**config.mk**
```make
export PLATFORM = sky130hd
export DESIGN_NAME = sha1_hash_engine
export DESIGN_NICKNAME = d
export VERILOG_FILES = /design/src/sha1e_pkg.sv /design/src/sha1e_front.sv /design/src/sha1e_fifo.sv /design/src/sha1e_core.sv /design/src/sha1_hash_engine.sv
export SDC_FILE = /design/constraint.sdc
export NUM_CORES = 2
export LEC_CHECK = 0
export BUFFER_PORTS_ARGS = -buffer_cell sky130_fd_sc_hd__clkbuf_2
export CAP_MARGIN = 10
export CELL_PAD_IN_SITES_DETAIL_PLACEMENT = 0
export CELL_PAD_IN_SITES_GLOBAL_PLACEMENT = 1
export CORE_ASPECT_RATIO = 0.75
export CORE_UTILIZATION = 57
export DETAILED_ROUTE_END_ITERATION = 12
export PLACE_DENSITY = 0.89
export SLEW_MARGIN = 40
export SYNTH_ARGS = -nofsm -noshare
export SYNTH_HDL_FRONTEND = slang
export SYNTH_SLANG_ARGS = --single-unit
```
**constraint.sdc**
```tcl
create_clock -name clk -period 20.3 [get_ports clk]
set_input_delay 2.03 -clock clk [delete_from_list [all_inputs] [get_ports clk]]
set_output_delay 2.03 -clock clk [all_outputs]
set_load 0.01 [all_outputs]
```
**src/sha1e_pkg.sv**
```systemverilog
// Shared types and constants of the SHA-1 hash engine.
package sha1e_pkg;

  // One message word as it travels from the front end through the queue.
  typedef struct packed {
    logic [31:0] word;
    logic [2:0]  cnt;   // valid bytes from the top, already limited to 0..4
    logic        last;
  } q_item_t;

  // Queue side-band between the queue and the back end.
  typedef struct packed {
    logic    valid;
    q_item_t item;
  } q_head_t;

  typedef enum logic [2:0] {
    ST_IDLE,
    ST_LOAD,
    ST_PAD,
    ST_ZERO,
    ST_LEN,
    ST_ROUND,
    ST_ADD,
    ST_OUT
  } back_state_t;

  typedef enum logic [1:0] {
    WR_NONE,
    WR_BYTE,
    WR_WORD
  } buf_wr_t;

  localparam logic [31:0] H_INIT [5] = '{
    32'h67452301, 32'hefcdab89, 32'h98badcfe, 32'h10325476, 32'hc3d2e1f0
  };

  localparam logic [31:0] K_ROUND [4] = '{
    32'h5a827999, 32'h6ed9eba1, 32'h8f1bbcdc, 32'hca62c1d6
  };

  localparam logic [7:0] PAD_BYTE   = 8'h80;
  localparam logic [2:0] WORD_BYTES = 3'd4;
  localparam logic [5:0] LEN_POS    = 6'd56;
  localparam logic [6:0] LAST_ROUND = 7'd79;
  localparam logic [6:0] ROUND_P1   = 7'd20;
  localparam logic [6:0] ROUND_P2   = 7'd40;
  localparam logic [6:0] ROUND_P3   = 7'd60;
  localparam logic [2:0] LAST_DIGEST = 3'd4;

endpackage

```
**src/sha1e_front.sv**
```systemverilog
// Input stage: takes message words, limits the byte count and holds one item for the queue.
module sha1e_front
  import sha1e_pkg::*;
(
  input  logic        clk,
  input  logic        rst,
  input  logic        in_valid,
  output logic        in_ready,
  input  logic [31:0] in_word,
  input  logic [2:0]  in_cnt,
  input  logic        in_last,
  output logic        push,
  input  logic        push_ready,
  output q_item_t     push_item
);

  logic    hold_valid;
  q_item_t hold;
  q_item_t cls;

  // Counts above four behave as a full word.
  always_comb begin
    cls.word = in_word;
    cls.cnt  = (in_cnt > WORD_BYTES) ? WORD_BYTES : in_cnt;
    cls.last = in_last;
  end

  assign in_ready  = !hold_valid || push_ready;
  assign push      = hold_valid;
  assign push_item = hold;

  always_ff @(posedge clk) begin
    if (rst) begin
      hold_valid <= 1'b0;
    end else if (in_ready) begin
      hold_valid <= in_valid;
    end
  end

  always_ff @(posedge clk) begin
    if (in_valid && in_ready) begin
      hold <= cls;
    end
  end

endmodule

```
**src/sha1e_fifo.sv**
```systemverilog
// Short queue of message items between the front end and the compression back end.
module sha1e_fifo
  import sha1e_pkg::*;
#(
  parameter int DEPTH = 4
) (
  input  logic    clk,
  input  logic    rst,
  input  logic    push,
  output logic    push_ready,
  input  q_item_t push_item,
  input  logic    pop,
  output q_head_t head
);

  localparam int AW = (DEPTH > 1) ? $clog2(DEPTH) : 1;
  localparam int CW = $clog2(DEPTH + 1);
  localparam logic [AW-1:0] PTR_LAST = AW'(DEPTH - 1);
  localparam logic [CW-1:0] CNT_FULL = CW'(DEPTH);

  q_item_t       mem [DEPTH];
  logic [AW-1:0] wr_ptr;
  logic [AW-1:0] rd_ptr;
  logic [CW-1:0] count;
  logic          do_push;
  logic          do_pop;

  assign push_ready = (count != CNT_FULL);
  assign do_push    = push && push_ready;
  assign do_pop     = pop && (count != '0);
  assign head.valid = (count != '0);
  assign head.item  = mem[rd_ptr];

  always_ff @(posedge clk) begin
    if (rst) begin
      wr_ptr <= '0;
      rd_ptr <= '0;
      count  <= '0;
    end else begin
      if (do_push) begin
        wr_ptr <= (wr_ptr == PTR_LAST) ? '0 : wr_ptr + AW'(1);
      end
      if (do_pop) begin
        rd_ptr <= (rd_ptr == PTR_LAST) ? '0 : rd_ptr + AW'(1);
      end
      case ({do_push, do_pop})
        2'b10:   count <= count + CW'(1);
        2'b01:   count <= count - CW'(1);
        default: count <= count;
      endcase
    end
  end

  always_ff @(posedge clk) begin
    if (do_push) begin
      mem[wr_ptr] <= push_item;
    end
  end

endmodule

```
**src/sha1e_core.sv**
```systemverilog
// Back end: byte packing into the block buffer, padding, 80-round compression and digest output.
module sha1e_core
  import sha1e_pkg::*;
(
  input  logic        clk,
  input  logic        rst,
  input  q_head_t     head,
  output logic        pop,
  output logic        out_valid,
  input  logic        out_ready,
  output logic [31:0] out_word,
  output logic        out_last
);

  back_state_t state, state_next;
  back_state_t ret, ret_next;
  logic [6:0]  rnd, rnd_next;
  logic [5:0]  pos, pos_next;
  logic [60:0] total, total_next;
  logic [2:0]  bi, bi_next;
  q_item_t     item;
  logic        load_item;

  logic [31:0] hv [5];
  logic [31:0] a, b, c, d, e;
  logic [31:0] w [16];

  buf_wr_t     wr_kind;
  logic [31:0] wr_data;
  logic [2:0]  step;
  logic        start_comp;
  logic        len_wr;
  logic        do_round;
  logic        do_add;
  logic        out_load;
  logic        hash_init;

  logic [6:0]  pos_sum;
  logic [2:0]  nbi;
  logic        item_done;
  logic        wrap;
  logic [7:0]  cur_byte;
  logic [63:0] bit_len;
  logic [31:0] f;
  logic [31:0] k;
  logic [31:0] t;
  logic [31:0] w_new;

  always_comb begin
    case (bi[1:0])
      2'd0:    cur_byte = item.word[31:24];
      2'd1:    cur_byte = item.word[23:16];
      2'd2:    cur_byte = item.word[15:8];
      default: cur_byte = item.word[7:0];
    endcase
  end

  assign bit_len = {total, 3'b000};

  // Round function and constant by round group.
  always_comb begin
    if (rnd < ROUND_P1) begin
      f = d ^ (b & (c ^ d));
      k = K_ROUND[0];
    end else if (rnd < ROUND_P2) begin
      f = b ^ c ^ d;
      k = K_ROUND[1];
    end else if (rnd < ROUND_P3) begin
      f = (b & c) | (d & (b | c));
      k = K_ROUND[2];
    end else begin
      f = b ^ c ^ d;
      k = K_ROUND[3];
    end
  end

  assign t     = {a[26:0], a[31:27]} + f + e + k + w[0];
  assign w_new = {w[13][30:0] ^ w[8][30:0] ^ w[2][30:0] ^ w[0][30:0],
                  w[13][31] ^ w[8][31] ^ w[2][31] ^ w[0][31]};

  assign pos_sum = {1'b0, pos} + {4'd0, step};
  assign nbi     = bi + step;
  assign wrap    = (step != '0) && pos_sum[6];

  always_comb begin
    state_next = state;
    ret_next   = ret;
    rnd_next   = rnd;
    pos_next   = pos;
    total_next = total;
    bi_next    = bi;
    pop        = 1'b0;
    load_item  = 1'b0;
    wr_kind    = WR_NONE;
    wr_data    = '0;
    step       = '0;
    start_comp = 1'b0;
    len_wr     = 1'b0;
    do_round   = 1'b0;
    do_add     = 1'b0;
    out_load   = 1'b0;
    hash_init  = 1'b0;
    item_done  = 1'b0;

    case (state)
      ST_IDLE: begin
        if (head.valid) begin
          pop        = 1'b1;
          load_item  = 1'b1;
          bi_next    = '0;
          state_next = ST_LOAD;
        end
      end

      ST_LOAD: begin
        if (bi < item.cnt) begin
          if (bi == '0 && item.cnt == WORD_BYTES && pos[1:0] == 2'd0) begin
            wr_kind = WR_WORD;
            wr_data = item.word;
            step    = WORD_BYTES;
          end else begin
            wr_kind = WR_BYTE;
            wr_data = {24'd0, cur_byte};
            step    = 3'd1;
          end
        end
        item_done  = (nbi >= item.cnt);
        bi_next    = nbi;
        pos_next   = pos_sum[5:0];
        total_next = total + 61'(step);
        if (wrap) begin
          start_comp = 1'b1;
          state_next = ST_ROUND;
          ret_next   = !item_done ? ST_LOAD : (item.last ? ST_PAD : ST_IDLE);
        end else if (item_done) begin
          if (item.last) begin
            state_next = ST_PAD;
          end else if (head.valid) begin
            // take the next item straight away
            pop       = 1'b1;
            load_item = 1'b1;
            bi_next   = '0;
          end else begin
            state_next = ST_IDLE;
          end
        end
      end

      ST_PAD: begin
        wr_kind  = WR_BYTE;
        wr_data  = {24'd0, PAD_BYTE};
        step     = 3'd1;
        pos_next = pos_sum[5:0];
        if (wrap) begin
          start_comp = 1'b1;
          state_next = ST_ROUND;
          ret_next   = ST_ZERO;
        end else begin
          state_next = ST_ZERO;
        end
      end

      ST_ZERO: begin
        if (pos == LEN_POS) begin
          state_next = ST_LEN;
        end else begin
          wr_data = '0;
          if (pos[1:0] == 2'd0) begin
            wr_kind = WR_WORD;
            step    = WORD_BYTES;
          end else begin
            wr_kind = WR_BYTE;
            step    = 3'd1;
          end
          pos_next = pos_sum[5:0];
          if (wrap) begin
            start_comp = 1'b1;
            state_next = ST_ROUND;
            ret_next   = ST_ZERO;
          end
        end
      end

      ST_LEN: begin
        len_wr     = 1'b1;
        start_comp = 1'b1;
        state_next = ST_ROUND;
        ret_next   = ST_OUT;
      end

      ST_ROUND: begin
        do_round = 1'b1;
        if (rnd == LAST_ROUND) begin
          rnd_next   = '0;
          state_next = ST_ADD;
        end else begin
          rnd_next = rnd + 7'd1;
        end
      end

      ST_ADD: begin
        do_add     = 1'b1;
        state_next = ret;
      end

      ST_OUT: begin
        if (!out_valid || out_ready) begin
          out_load = 1'b1;
          if (rnd[2:0] == LAST_DIGEST) begin
            hash_init  = 1'b1;
            rnd_next   = '0;
            pos_next   = '0;
            total_next = '0;
            state_next = ST_IDLE;
          end else begin
            rnd_next = rnd + 7'd1;
          end
        end
      end

      default: begin
        state_next = ST_IDLE;
      end
    endcase
  end

  always_ff @(posedge clk) begin
    if (rst) begin
      state     <= ST_IDLE;
      ret       <= ST_IDLE;
      rnd       <= '0;
      pos       <= '0;
      total     <= '0;
      bi        <= '0;
      out_valid <= 1'b0;
      for (int i = 0; i < 5; i++) begin
        hv[i] <= H_INIT[i];
      end
    end else begin
      state <= state_next;
      ret   <= ret_next;
      rnd   <= rnd_next;
      pos   <= pos_next;
      total <= total_next;
      bi    <= bi_next;
      if (out_load) begin
        out_valid <= 1'b1;
      end else if (out_ready) begin
        out_valid <= 1'b0;
      end
      if (hash_init) begin
        for (int i = 0; i < 5; i++) begin
          hv[i] <= H_INIT[i];
        end
      end else if (do_add) begin
        hv[0] <= hv[0] + a;
        hv[1] <= hv[1] + b;
        hv[2] <= hv[2] + c;
        hv[3] <= hv[3] + d;
        hv[4] <= hv[4] + e;
      end
    end
  end

  always_ff @(posedge clk) begin
    if (load_item) begin
      item <= head.item;
    end
    if (out_load) begin
      out_word <= hv[rnd[2:0]];
      out_last <= (rnd[2:0] == LAST_DIGEST);
    end
    if (start_comp) begin
      a <= hv[0];
      b <= hv[1];
      c <= hv[2];
      d <= hv[3];
      e <= hv[4];
    end else if (do_round) begin
      a <= t;
      b <= a;
      c <= {b[1:0], b[31:2]};
      d <= c;
      e <= d;
    end
  end

  // Block buffer doubles as the message schedule: shift one word per round.
  always_ff @(posedge clk) begin
    if (do_round) begin
      for (int i = 0; i < 15; i++) begin
        w[i] <= w[i+1];
      end
      w[15] <= w_new;
    end else if (len_wr) begin
      w[14] <= bit_len[63:32];
      w[15] <= bit_len[31:0];
    end else if (wr_kind == WR_WORD) begin
      w[pos[5:2]] <= wr_data;
    end else if (wr_kind == WR_BYTE) begin
      case (pos[1:0])
        2'd0:    w[pos[5:2]]        <= {wr_data[7:0], 24'd0};
        2'd1:    w[pos[5:2]][23:16] <= wr_data[7:0];
        2'd2:    w[pos[5:2]][15:8]  <= wr_data[7:0];
        default: w[pos[5:2]][7:0]   <= wr_data[7:0];
      endcase
    end
  end

  a_pop_nonempty: assert property (@(posedge clk) disable iff (rst)
    pop |-> head.valid)
    else $error("item taken from an empty queue");

  a_len_pos: assert property (@(posedge clk) disable iff (rst)
    (state == ST_LEN) |-> (pos == LEN_POS))
    else $error("length written at wrong buffer position");

  a_round_end: assert property (@(posedge clk) disable iff (rst)
    (state == ST_ROUND && rnd == LAST_ROUND) |=> (state == ST_ADD))
    else $error("compression did not finish after the last round");

  a_round_range: assert property (@(posedge clk) disable iff (rst)
    (state == ST_ROUND) |-> (rnd <= LAST_ROUND))
    else $error("round index out of range");

  a_out_range: assert property (@(posedge clk) disable iff (rst)
    (state == ST_OUT) |-> (rnd <= 7'(LAST_DIGEST)))
    else $error("digest index out of range");

endmodule

```
**src/sha1_hash_engine.sv**
```systemverilog
// SHA-1 hash engine top level: front end, item queue and compression back end.
//
// Input stream (s_*): one big-endian message word per item with the number of
// valid bytes counted from the top (counts above four act as four); s_tlast
// marks the final word of a message, which may carry zero to four bytes.
// Output stream (m_*): the five digest words H0..H4 in order, m_tlast on H4.
// The block then starts a fresh message from the initial hash values.
// Back end: full, word-aligned items are written into the block buffer as
// whole words, and each completed 64-byte block is compressed (80 rounds on
// one round unit, then the hash update) before packing resumes; unaligned
// or short items are written a byte at a time.
// After a last word the back end writes the pad byte, the zero fill and the
// 64-bit length, compresses each of the one or two final blocks (80 rounds,
// one hash update), then sends the digest words.
// A queue of QUEUE_DEPTH items plus one holding register decouples input from
// the compression unit, so input is taken while rounds run.
// Reset clears the queue, the byte counters and loads the initial hash values.
// When m_tready is low the digest word waits in the output register and the
// back end holds; input keeps being taken until the queue fills.
module sha1_hash_engine
  import sha1e_pkg::*;
#(
  parameter int QUEUE_DEPTH = 4
) (
  input  logic        clk,
  input  logic        rst,
  input  logic        s_tvalid,
  output logic        s_tready,
  input  logic [39:0] s_tdata,   // [31:0] data_word, [34:32] byte_count, zero fill
  input  logic        s_tlast,   // last_word
  output logic        m_tvalid,
  input  logic        m_tready,
  output logic [31:0] m_tdata,   // [31:0] digest_word
  output logic        m_tlast    // digest_last
);

  logic    push;
  logic    push_ready;
  q_item_t push_item;
  logic    pop;
  q_head_t head;

  sha1e_front u_front (
    .clk        (clk),
    .rst        (rst),
    .in_valid   (s_tvalid),
    .in_ready   (s_tready),
    .in_word    (s_tdata[31:0]),
    .in_cnt     (s_tdata[34:32]),
    .in_last    (s_tlast),
    .push       (push),
    .push_ready (push_ready),
    .push_item  (push_item)
  );

  sha1e_fifo #(
    .DEPTH (QUEUE_DEPTH)
  ) u_fifo (
    .clk        (clk),
    .rst        (rst),
    .push       (push),
    .push_ready (push_ready),
    .push_item  (push_item),
    .pop        (pop),
    .head       (head)
  );

  sha1e_core u_core (
    .clk       (clk),
    .rst       (rst),
    .head      (head),
    .pop       (pop),
    .out_valid (m_tvalid),
    .out_ready (m_tready),
    .out_word  (m_tdata),
    .out_last  (m_tlast)
  );

endmodule
```
==> results_dict.tcl <==
set metrics [dict create \
    syn-num-nets 5588 \
    place.detailed.hpwl_um 122000 \
    layout_cell_share_with_drive_strength_beyond_1 0.149 \
    drcViolationCount 0 \
    rows 105 \
    postRouteWirelength_um 174000 \
    port-buffer-count 74 \
    maxCapViolCount 0 \
    cts_htree_levels 3 \
    die_w_um 388 \
    avgRoutedWirePerCell_um 25.6 \
    critical-path-slowest-cell "sky130_fd_sc_hd__buf_4" \
    timing.fmax_ghz 0.115 \
    timing.slew.headroom 0.383 \
    leakage_nw 25.3 \
    end_kind "flip-flop" \
    report.final.hold_viol_count 0 \
    syn_inst 5205 \
    cts_setup_buffers 0 \
    multi_input_logic_area_um2 27800 \
    antenna_found_initial 9 \
    ys.warnings.count 0 \
    max-clock-path-buffers 3 \
    io_pins 80 \
    drt-vias-per-instance 6.36 \
    detail_route.first_pass.iterations 5 \
    design.final.nets 5618 \
    crit_path_cell_trace "buf_4, a41oi_4, nand2_1, buf_4, inv_2, nor2_2, buf_4, a221oi_1, fa_1, inv_1, fa_1, inv_1, fa_1, inv_1, ha_1, o21a_1, o31a_1, o221ai_2, o21ai_1, a311o_1, a41o_1, a211oi_2, xnor2_1, o21ai_1" \
    max_stage_delay_ns 0.68 \
    mappedNetlistArea_um2 63700 \
    finish.utilization 0.632 \
    post_cts_resize_count 0 \
    fillers 8243 \
    detailedRoute.firstIterationViolations 5291 \
    cts_tree "done" \
    initial_utilization 0.579 \
    antenna_violating_nets_post_route 0 \
    setup-tns-final_ns 0 \
    worst_ep_required_time_ns 20.79 \
    routed-via-count 43100 \
    global_route_wire_length_before_repair_um 259000 \
    clk_root_buffer_cell "sky130_fd_sc_hd__clkbuf_16" \
    ir_worst_vdd_mv 0.144 \
    clock_buffers_created_by_tritoncts 114 \
    gr-usage-all-layers 0.305 \
    critical_path_arrival_ns 9.17 \
    final.min_clock_period_ns 8.68 \
    worst-path-max-fanout 40 \
    average_cell_area_after_synthesis_um2 12.2 \
    layout_worst_path_cycle_share 0.428 \
    drv_slew 0 \
    gr-total-overflow 0 \
    clock-sinks 1173 \
    synth-main-ff-cell "sky130_fd_sc_hd__edfxtp_1" \
    die_h_um 292 \
    outcome "finished, final reports clean" \
    core_region_area_um2 110000 \
    area.growth.synth_to_final_pct 9.23 \
    count_of_flip_flops_with_a_built_in_enable_after_synthesis 1081 \
    gp_congestion 0.946 \
    regArea_um2 34300 \
    setup.worst_path.class "flip-flop to flip-flop" \
    setup.worst_path.start_class "flip-flop" \
    postSynthRegisterBits 1173 \
    setup_viol_count_final 0 \
    timing.clock.skew_ns 0.0668 \
    first_global_vias 40700 \
    synth-seq-area-share 0.538 \
    ys_async_sr_fraction 0 \
    yosys.cell_types.count 97 \
    total_power_divided_by_cell_area_nw_per_um2 137 \
    timing_worst_slew_pin_value_ns 0.925 \
    type_of_the_tightest_min_delay_check "flip-flop to flip-flop" \
    dieArea_um2 113000 \
    post_cts_clock_slew_at_the_launch_and_capture_registers_of_the_worst_setup_and_hold_paths_ns 0.07 \
    grt_setup_unrepaired "false" \
    worstSkewPairLatency_ns 0.77 \
    finalHoldWorstSlack_ns 0.498 \
    pin_count_of_the_biggest_net_entering_global_routing 82 \
    path_buf_inv 7 \
    timing.critical_path.max_delay_family "compound AO/OA/AOI/OAI gates" \
    cts_hold_repair.buffers 0 \
]
-- worst register-to-register path: stages (launching register included) --
cell                       delay [ns]
sky130_fd_sc_hd__dfxtp_2         0.31
sky130_fd_sc_hd__buf_4           0.68
sky130_fd_sc_hd__a41oi_4         0.55
sky130_fd_sc_hd__nand2_1         0.17
sky130_fd_sc_hd__buf_4           0.45
sky130_fd_sc_hd__inv_2           0.51
sky130_fd_sc_hd__nor2_2          0.27
sky130_fd_sc_hd__buf_4           0.46
sky130_fd_sc_hd__a221oi_1        0.25
sky130_fd_sc_hd__fa_1            0.59
sky130_fd_sc_hd__inv_1           0.06
sky130_fd_sc_hd__fa_1            0.54
sky130_fd_sc_hd__inv_1           0.06
sky130_fd_sc_hd__fa_1            0.53
sky130_fd_sc_hd__inv_1           0.04
sky130_fd_sc_hd__ha_1            0.34
sky130_fd_sc_hd__o21a_1          0.13
sky130_fd_sc_hd__o31a_1          0.14
sky130_fd_sc_hd__o221ai_2        0.27
sky130_fd_sc_hd__o21ai_1         0.24
sky130_fd_sc_hd__a311o_1         0.58
sky130_fd_sc_hd__a41o_1          0.39
sky130_fd_sc_hd__a211oi_2        0.57
sky130_fd_sc_hd__xnor2_1         0.20
sky130_fd_sc_hd__o21ai_1         0.08
-- cells in the mapped netlist (all sizes together) (61+ instances only) --
master / n / area (um2)
o21ai: 459 / 2320
nand3: 72 / 360
buf: 65 / 354
a21oi: 220 / 1100
clkbuf: 153 / 578
nand2: 641 / 2410
fa: 120 / 2400
mux2: 384 / 4620
xnor2: 191 / 1670
inv: 226 / 848
mux4: 68 / 1530
dfxtp: 92 / 1840
ha: 218 / 2730
a21o: 81 / 608
xor2: 122 / 1070
nor2: 341 / 1680
mux2i: 61 / 611
edfxtp: 1081 / 32500
-- power breakdown --
group          leakage (nW)  total [mW]  switching, mW  internal (mW)
Clock                  1.88        2.23          0.987           1.25
Combinational          12.9        4.01           2.50           1.51
Sequential             10.5        3.32          0.228           3.09
-- state kept, by name, summed over array words and instances (netlist names), 6 cells and up --
name and flops:
u_core.w 512, u_core.hv 160, u_fifo.mem 144, u_core.total 61, u_core.item 36, u_front.push_item 36
u_core.a 32, u_core.b 32, u_core.c 32, u_core.d 32, u_core.e 32, u_core.out_word 32
u_core.rnd 7, u_core.pos 6
-- layer usage --
| layer | global-route usage | wire, um | vias to the layer above |
|---|---|---|---|
| li1 | - | - | 19200 |
| met1 | 0.475 | 75900 | 21300 |
| met2 | 0.409 | 70500 | 2321 |
| met3 | 0.0981 | 23200 | 248 |
| met4 | 0.0717 | 3970 | 4 |
| met5 | 0 | 28 | - |
-- layout by cell type (no fill, tap or decap), drive strengths merged, types with 14 or more instances in the layout --
cell type / instances
nand4: 24
a31oi: 22
o21ai: 459
nand2: 641
o21bai: 21
o21a: 36
buf: 58
ha: 218
nor4: 14
a21o: 81
a22o: 18
nor3: 48
and4: 16
nand2b: 48
nand3: 72
mux4: 68
xor2: 122
or3: 22
xnor2: 191
o211ai: 23
nor2b: 38
a21oi: 220
clkinv: 49
dfxtp: 92
bufinv: 14
and2: 31
inv: 227
a211oi: 44
a22oi: 14
mux2: 384
fa: 120
edfxtp: 1081
mux2i: 61
nor2: 341
clkbuf: 214
and3: 34
-- kinds of logic (layout without fill, tap and decap cells) --
logic type,Yosys count,in the layout,share of synthesized area
AO/OA/AOI/OAI,1064,1064,0.103
XOR/XNOR,313,313,0.0430
adder cells (fa/ha/maj),338,338,0.0805
buffers and inverters,445,570,0.0280
flip-flops,1173,1173,0.538
multiplexers,513,513,0.106
other,0,1,0
AND/OR/NAND/NOR,1359,1359,0.101
-- layout make-up --
class,instances,share of cell area
Sequential cell,1173,0.493
Multi-Input combinational cell,3587,0.400
Clock buffer,140,0.0434
Tap cell,1444,0.0260
Timing Repair Buffer,132,0.0128
Clock inverter,71,0.0127
Inverter,227,0.0122
Antenna cell,1,0.0000359
-- final timing paths --
| check | start | cells past startpoint | end | slack, ns |
|---|---|---|---|---|
| min | u_front.push_item[32]$_DFFE_PP_ | 0 | u_fifo.mem[3][32]$_DFFE_PP_ | 0.50 |
| max reg2reg | u_core.rnd[2]$_SDFFE_PP0P_ | 24 | u_core.a[31]$_DFFE_PP_ | 11.62 |
| max | u_core.rnd[2]$_SDFFE_PP0P_ | 24 | u_core.a[31]$_DFFE_PP_ | 11.62 |
| min reg2reg | u_front.push_item[32]$_DFFE_PP_ | 0 | u_fifo.mem[3][32]$_DFFE_PP_ | 0.50 |
-- through the flow --
step / cells / worst slack [ns] / instance area [um2] / power, mW
global placement: 6556 / 11.80 / 65500 / 7.11
CTS: 6773 / 11.94 / 69600 / 9.46
detailed placement: 6562 / 11.97 / 65600 / 7.22
floorplan: 5205 / 7.56 / 63700 / 6.12
global route: 6775 / 11.46 / 69600 / 10.0
finish: 6775 / 11.62 / 69600 / 9.56
No activity file was read; power rests on OpenSTA's default activity.
